`config.mk`:
```
export PLATFORM = sky130hd
export DESIGN_NAME = itfcc_ctrl
export DESIGN_NICKNAME = d
export VERILOG_FILES = /design/src/rtl/itfcc_pkg.sv /design/src/rtl/itfcc_ctrl.sv
export SDC_FILE = /design/constraint.sdc
export NUM_CORES = 1
export LEC_CHECK = 0
export BUFFER_PORTS_ARGS = -buffer_cell sky130_fd_sc_hd__buf_4
export CAP_MARGIN = 20
export CORE_AREA = 2 2 39 41
export DETAILED_ROUTE_END_ITERATION = 12
export DIE_AREA = 0 0 41 43
export HOLD_SLACK_MARGIN = 0.03
export PLACE_DENSITY = 0.55
export SLEW_MARGIN = 10
export SYNTH_ARGS = -nofsm -noshare
export SYNTH_HDL_FRONTEND = slang
export SYNTH_SLANG_ARGS = --single-unit
```
`constraint.sdc`:
```
create_clock -name aclk -period 2.4 [get_ports aclk]
set_input_delay 0.72 -clock aclk [delete_from_list [all_inputs] [get_ports aclk]]
set_output_delay 0.72 -clock aclk [all_outputs]
set_load 0.1 [all_outputs]
```
`src/rtl/itfcc_pkg.sv`:
```
// shared constants, types and color coefficients of the iso threshold contour block
package itfcc_pkg;

    localparam int MAX_WIDTH   = 1024;
    localparam int MAX_HEIGHT  = 1024;
    localparam int SAMPLE_BITS = 16;

    localparam int ADDR_W      = $clog2(MAX_WIDTH);
    localparam int ROW_W       = $clog2(MAX_HEIGHT);
    localparam int COORD_W     = 10;
    localparam int GEOM_W      = 11;
    localparam int CMP_W       = (ADDR_W + 1 > GEOM_W) ? ADDR_W + 1 : GEOM_W;
    localparam int THR_W       = 16;
    localparam int RECIP_W     = 24;
    localparam int CFG_INDEX_W = 8;
    localparam int CFG_DATA_W  = 24;
    localparam int COLOR_W     = 8;

    localparam logic [CFG_INDEX_W-1:0] REG_THRESHOLD    = 8'd0;
    localparam logic [CFG_INDEX_W-1:0] REG_RECIPROCAL   = 8'd1;
    localparam logic [CFG_INDEX_W-1:0] REG_IMAGE_WIDTH  = 8'd2;
    localparam logic [CFG_INDEX_W-1:0] REG_IMAGE_HEIGHT = 8'd3;

    localparam logic [THR_W-1:0]   THRESHOLD_RESET  = 16'd2048;
    localparam logic [RECIP_W-1:0] RECIPROCAL_RESET = 24'd8192;
    localparam logic [GEOM_W-1:0]  WIDTH_RESET      = 11'd1024;
    localparam logic [GEOM_W-1:0]  HEIGHT_RESET     = 11'd1024;

    // ratio and color arithmetic
    localparam int PROD_W     = SAMPLE_BITS + RECIP_W;
    localparam int FRAC_BITS  = 12;
    localparam int RQ_W       = PROD_W + 1 - FRAC_BITS;
    localparam int RATIO_W    = 14;
    localparam int T_W        = 13;
    localparam int RATIO_HALF = 2048;
    localparam int RATIO_ONE  = 4096;
    localparam int RATIO_MAX  = 8192;
    localparam int CH_NUM     = 3;
    localparam int COEF_W     = 10;
    localparam int N_W        = 22;
    localparam int X_W        = N_W + 8;
    localparam int Y_W        = X_W - FRAC_BITS;
    localparam int ROUND_CH   = 2048000;
    localparam int DIV_W      = 19;
    localparam int DIV_SHIFT  = 28;
    localparam int Q_W        = Y_W + DIV_W;
    localparam logic [DIV_W-1:0]   DIV_RECIP = 19'd268436;
    localparam logic [COLOR_W-1:0] COLOR_MAX = 8'hFF;

    // coefficients in thousandths, index 0 red, 1 green, 2 blue
    localparam logic [CH_NUM-1:0][COEF_W-1:0] IN_BASE   = {10'd80,  10'd380, 10'd950};
    localparam logic [CH_NUM-1:0][COEF_W-1:0] IN_SLOPE  = {10'd180, 10'd480, 10'd0};
    localparam logic [CH_NUM-1:0][COEF_W-1:0] OUT_BASE  = {10'd100, 10'd40,  10'd15};
    localparam logic [CH_NUM-1:0][COEF_W-1:0] OUT_SLOPE = {10'd680, 10'd420, 10'd50};

    typedef logic [1:0] job_kind_t;
    localparam job_kind_t JOB_UPPER = 2'd0;
    localparam job_kind_t JOB_LEFT  = 2'd1;
    localparam job_kind_t JOB_SELF  = 2'd2;

    typedef struct packed {
        logic      accept;
        logic      rd_en;
        logic      rd_right;
        logic      cap_up;
        logic      cap_right;
        logic      wr_en;
        logic      job_start;
        job_kind_t kind;
    } dp_cmd_t;

    typedef struct packed {
        logic y_nz;
        logic x_nz;
        logic x_last;
        logic last_row;
        logic job_free;
    } dp_status_t;

endpackage

```
`src/rtl/itfcc_ctrl.sv`:
```
// controller: sequences line store access and pixel jobs for each item
module itfcc_ctrl (
    input  logic                  aclk,
    input  logic                  aresetn,
    input  logic                  s_valid,
    output logic                  s_ready,
    input  itfcc_pkg::dp_status_t status,
    output itfcc_pkg::dp_cmd_t    cmd
);
    import itfcc_pkg::*;

    localparam logic [2:0] ST_IDLE     = 3'd0;
    localparam logic [2:0] ST_FETCH    = 3'd1;
    localparam logic [2:0] ST_RD_R     = 3'd2;
    localparam logic [2:0] ST_CAP_R    = 3'd3;
    localparam logic [2:0] ST_JOB_UP   = 3'd4;
    localparam logic [2:0] ST_JOB_LEFT = 3'd5;
    localparam logic [2:0] ST_JOB_SELF = 3'd6;

    logic [2:0] state_reg, state_next;
    logic [2:0] tail_state;

    // what follows once the upper pixel is handled
    always_comb begin
        if (status.last_row && status.x_nz) begin
            tail_state = ST_JOB_LEFT;
        end else if (status.last_row && status.x_last) begin
            tail_state = ST_JOB_SELF;
        end else begin
            tail_state = ST_IDLE;
        end
    end

    always_comb begin
        cmd        = '0;
        cmd.kind   = JOB_UPPER;
        state_next = state_reg;
        case (state_reg)
            ST_IDLE: begin
                if (s_valid) begin
                    cmd.accept = 1'b1;
                    state_next = ST_FETCH;
                end
            end
            ST_FETCH: begin
                if (status.y_nz) begin
                    cmd.rd_en  = 1'b1;
                    state_next = ST_RD_R;
                end else begin
                    cmd.wr_en  = 1'b1;
                    state_next = tail_state;
                end
            end
            ST_RD_R: begin
                cmd.rd_en    = 1'b1;
                cmd.rd_right = 1'b1;
                cmd.cap_up   = 1'b1;
                state_next   = ST_CAP_R;
            end
            ST_CAP_R: begin
                cmd.cap_right = 1'b1;
                cmd.wr_en     = 1'b1;
                state_next    = ST_JOB_UP;
            end
            ST_JOB_UP: begin
                if (status.job_free) begin
                    cmd.job_start = 1'b1;
                    cmd.kind      = JOB_UPPER;
                    state_next    = tail_state;
                end
            end
            ST_JOB_LEFT: begin
                if (status.job_free) begin
                    cmd.job_start = 1'b1;
                    cmd.kind      = JOB_LEFT;
                    state_next    = status.x_last ? ST_JOB_SELF : ST_IDLE;
                end
            end
            ST_JOB_SELF: begin
                if (status.job_free) begin
                    cmd.job_start = 1'b1;
                    cmd.kind      = JOB_SELF;
                    state_next    = ST_IDLE;
                end
            end
            default: begin
                state_next = ST_IDLE;
            end
        endcase
    end

    always_ff @(posedge aclk) begin
        if (!aresetn) begin
            state_reg <= ST_IDLE;
        end else begin
            state_reg <= state_next;
        end
    end

    assign s_ready = (state_reg == ST_IDLE);

endmodule

```
# ---- Word-level counts from Yosys, hierarchy flattened
# Cells that the tools add are included.
dict set report op_classes {
  eq_ne 10
  muxes 21
  n_reduce_logical 4
}
# op count
set ops {}
lappend ops {{$mux 3} 11}
lappend ops {{$pmux 3 s7} 1}
lappend ops {{$eq 3x3->1 const B} 3}
lappend ops {{$pmux 3 s3} 1}
lappend ops {{$ne 2x2->1 const B} 4}
lappend ops {{$eq 3x2->1 const B} 2}
lappend ops {{$mux 1} 5}
lappend ops {{$pmux 1 s2} 2}
lappend ops {{$reduce_and 4->1} 1}
lappend ops {{$eq 3x1->1 const B} 1}
lappend ops {{$logic_not 3->1} 1}
lappend ops {{$logic_and 1x1->1} 2}
lappend ops {{$mux 2} 1}
dict set report totals {
  register_bits 3
  input_bits 8
  out_inout_bits 10
  wordCells 36
}

# ---- Longest topological paths before layout
dict set report depth {
  ltp_word 5
  depth_mapped 5
  depth_no_buf 3
}

# ---- Least setup slack after synthesis
# OpenSTA, ideal clock, no wires.
dict set report synth_path {
  path_type {reg2out}
  start {register state_reg[2]}
  end {output port cmd[8] in the netlist's numbering}
  arrival_ns 3.596
  required_time_ns 1.680
  path_slack_ns -1.916
  path_stages_with_launch 5
  path_cell_list {dfxtp_1 buf_6 buf_4 nor3_1 and2_1}
}
# element line_no
set synth_rtl {}
lappend synth_rtl {{from (decl)} itfcc_ctrl.sv:20} ;# logic [2:0] state_reg, state_next;
lappend synth_rtl {{from (signal assigned)} itfcc_ctrl.sv:96} ;# state_reg <= state_next;
lappend synth_rtl {{to (decl)} itfcc_ctrl.sv:8} ;# output itfcc_pkg::dp_cmd_t cmd

==> flow_metrics.env <==
export IMPL_fin_cells=88
export IMPL_crit_family="buffers and inverters"
export IMPL_syn_nets=61
export IMPL_dpl_cell_count=84
export IMPL_cts_tree="done"
export IMPL_grt_max_degree=15
export IMPL_p_leak_nw=0.247
export IMPL_hold_buffers=0
export IMPL_globalplace_congestion=0.755
export IMPL_drt_initial_drc_count=4
export IMPL_grt_pass1_wl_um=1710
export IMPL_fin_util_pct=44.3
export IMPL_cts_sinks=3
export IMPL_power_internal_w=0.000176
export IMPL_synth_avg_cell_area_um2=8.10
export IMPL_slowest_stage="buf_4"
export IMPL_critPathCaptureType="output port"
export IMPL_setup_viol=0
export IMPL_pwr_share_seq_pct=17.6
export IMPL_root_buffer="clkbuf_4"
export IMPL_slew_viol_final=0
export IMPL_drc=0
export IMPL_clk_latency_ps=230
export IMPL_path_class="in2out"
export IMPL_p_per_area_nw_per_um2=565
export IMPL_synth_warnings=0
export IMPL_yosysTopAreaCellShare_pct=14.0
export IMPL_fp_coreArea_um2=1380
export IMPL_via_per_inst=4.98
export IMPL_drt_first_pass_iters=4
export IMPL_clkTransAtPathRegs_ps=30
export IMPL_ir_worst_vdd_v=0.000264
export IMPL_arrival_ps=1530
export IMPL_finalWirelength_um=1030
export IMPL_worst_slew_pin_slew_ps=433
export IMPL_clock_fmax_mhz=444
export IMPL_n_antenna_cell=0
export IMPL_worst_clock_skew_ps=0.190
export IMPL_layout_min_cycle_time_ps=2250
export IMPL_finalCritPeriodShare_pct=93.9
export IMPL_status="completed"
export IMPL_area_growth_pct=42.9
export IMPL_initial_core_util_pct=31.0
export IMPL_critPathRequiredTime_ps=1680
export IMPL_dp_hpwl_um=817
export IMPL_hold_viol=0
export IMPL_synth_cells=53
export IMPL_crit_path_frequent_cell="buf_4"
export IMPL_largest_reg_flops=3
export IMPL_slew_headroom_pct=71.1
export IMPL_yosys_register_bits=3
export IMPL_synth_top_cell_by_area="dfxtp_1"
export IMPL_rows=14
export IMPL_start_kind="primary input"
export IMPL_grt_pass1_vias=399
export IMPL_cap_violations=0
export IMPL_nets=81
export IMPL_portBuffers=17
export IMPL_wl_per_cell_um=11.7
export IMPL_rsz0062_at_grt="no"
export IMPL_min_path_type="reg2reg"
export IMPL_multi_input_area_um2=342
export IMPL_drive_gt1_share_pct=54.2
export IMPL_cts_setup_buffers=0
export IMPL_die_w_um=41
export IMPL_drtAntennaViolNets=0
export IMPL_grt_ovfl_total=0
export IMPL_critPathMaxStageDelay_ps=300
export IMPL_vias=438
export IMPL_p_sw_w=0.000170
export IMPL_h_tree_depth=1
export IMPL_worstPathCellList="buf_4 > nor2b_1 > buf_4 > nor3_4 > buf_4"
export IMPL_switching_share_pct=49.1
export IMPL_synth_cell_type_count=29
export IMPL_cts_buffers=3
export IMPL_comb_power_share_pct=57.6
export IMPL_seq_area_um2=60.1
export IMPL_synth_area_um2=429
export IMPL_ys_seq_area_share_pct=14.0
export IMPL_die_area_um2=1760
export IMPL_gr_usage_all_layers_pct=13.6
export IMPL_yosys_top_cells_area="dfxtp_1 (14%), buf_6 (10%), nor3_1 (4.7%), nand2_1 (4.4%), o41ai_2 (3.8%)"
export IMPL_die_y_um=43
export IMPL_p_clk_share_pct=24.8
export IMPL_nFillCells=156
export IMPL_cts_resized=0
export IMPL_path_buf_inv=3
export IMPL_ctsLongestPathBuffers=2
export IMPL_path_max_fanout=4
export IMPL_io_pins=18
export IMPL_grt_antenna_before_repair=0
## layer usage
layer | routed length (um) | global-route usage, % | part of all wire, %
met4 | 0 | 2.00 | 0
met3 | 77 | 3.14 | 7.5
met2 | 504 | 20.6 | 49
met1 | 448 | 19.4 | 44
met5 | 0 | 0 | 0
## power groups by stage
stage / clock network, W / logic (W) / registers, W
finish: 0.0000860 / 0.000199 / 0.0000609
global route: 0.0000925 / 0.000210 / 0.0000621
CTS: 0.0000903 / 0.000201 / 0.0000610
detailed placement: 0 / 0.000200 / 0.0000618
global placement: 0 / 0.000201 / 0.0000619
floorplan: 0 / 0.000168 / 0.0000574
## stage by stage
stage | setup WS (ps) | total power (W) | hold slack (ps) | TNS, ps | instance area (um2)
CTS | 139 | 0.000352 | 746 | 0 | 613
detailed placement | 139 | 0.000262 | 737 | 0 | 587
finish | 146 | 0.000346 | 741 | 0 | 613
floorplan | -536 | 0.000225 | 669 | -1410 | 469
global route | 98.0 | 0.000365 | 755 | 0 | 613
global placement | 141 | 0.000263 | 746 | 0 | 587
## worst register-to-register path, stage by stage (launching register included)
cell	delay, ps
dfxtp_1	580
buf_4	250
and2b_1	190
a211oi_1	250
a311oi_1	80
## kinds of logic (layout without fill, tap and decap cells)
kind of cell | count (synthesis) | after routing | synth area share (%)
AOI/OAI and AO/OA | 14 | 14 | 25.9
and+or+nand+nor | 28 | 28 | 44.3
buffers and inverters | 8 | 27 | 15.7
DFF | 3 | 3 | 14.0
## layout make-up
class | count | area share (%)
clock buffers | 4 | 4.29
flip-flops and latches | 3 | 9.80
well taps | 16 | 3.27
multi-input cells | 42 | 55.7
repair buffers | 21 | 25.7
inverters | 2 | 1.22
## cells in the final DEF, fill, tap and decap left out, types with 2 or more instances in the layout
master	n
and2_1	2
buf_4	21
dfxtp_1	3
nor3_4	2
a21oi_2	2
nand2_1	5
nor2_1	2
clkbuf_4	3
and2b_1	2
nor2_2	2
a211oi_1	2
nor2b_1	2
inv_1	2
nand3b_1	2
## final timing paths
kind / startpoint / endpoint / slack, ps / depth (start not counted)
min: state_reg[0] / state_reg[1] / 740 / 3
max: status[4] / cmd[3] / 150 / 5
min reg2reg: state_reg[0] / state_reg[1] / 740 / 3
max reg2reg: state_reg[1] / state_reg[1] / 920 / 4
## synth_stat cells
cell type,instances
nand2_1,5
buf_6,4
nor2_1,4
nor3_1,4
a21oi_1,3
dfxtp_1,3
a211oi_1,2
and2_1,2
and2b_1,2
buf_4,2
inv_1,2
nand3b_1,2
nor2b_1,2
a221oi_1,1
a22o_1,1
a311oi_1,1
a31oi_1,1
and2b_2,1
and3b_2,1
and4bb_2,1
nor2b_2,1
nor2b_4,1
nor3b_2,1
nor4b_2,1
o2111a_1,1
o211ai_1,1
o21ai_0,1
o221ai_1,1
o41ai_2,1
No activity file was read; power rests on OpenSTA's default activity.
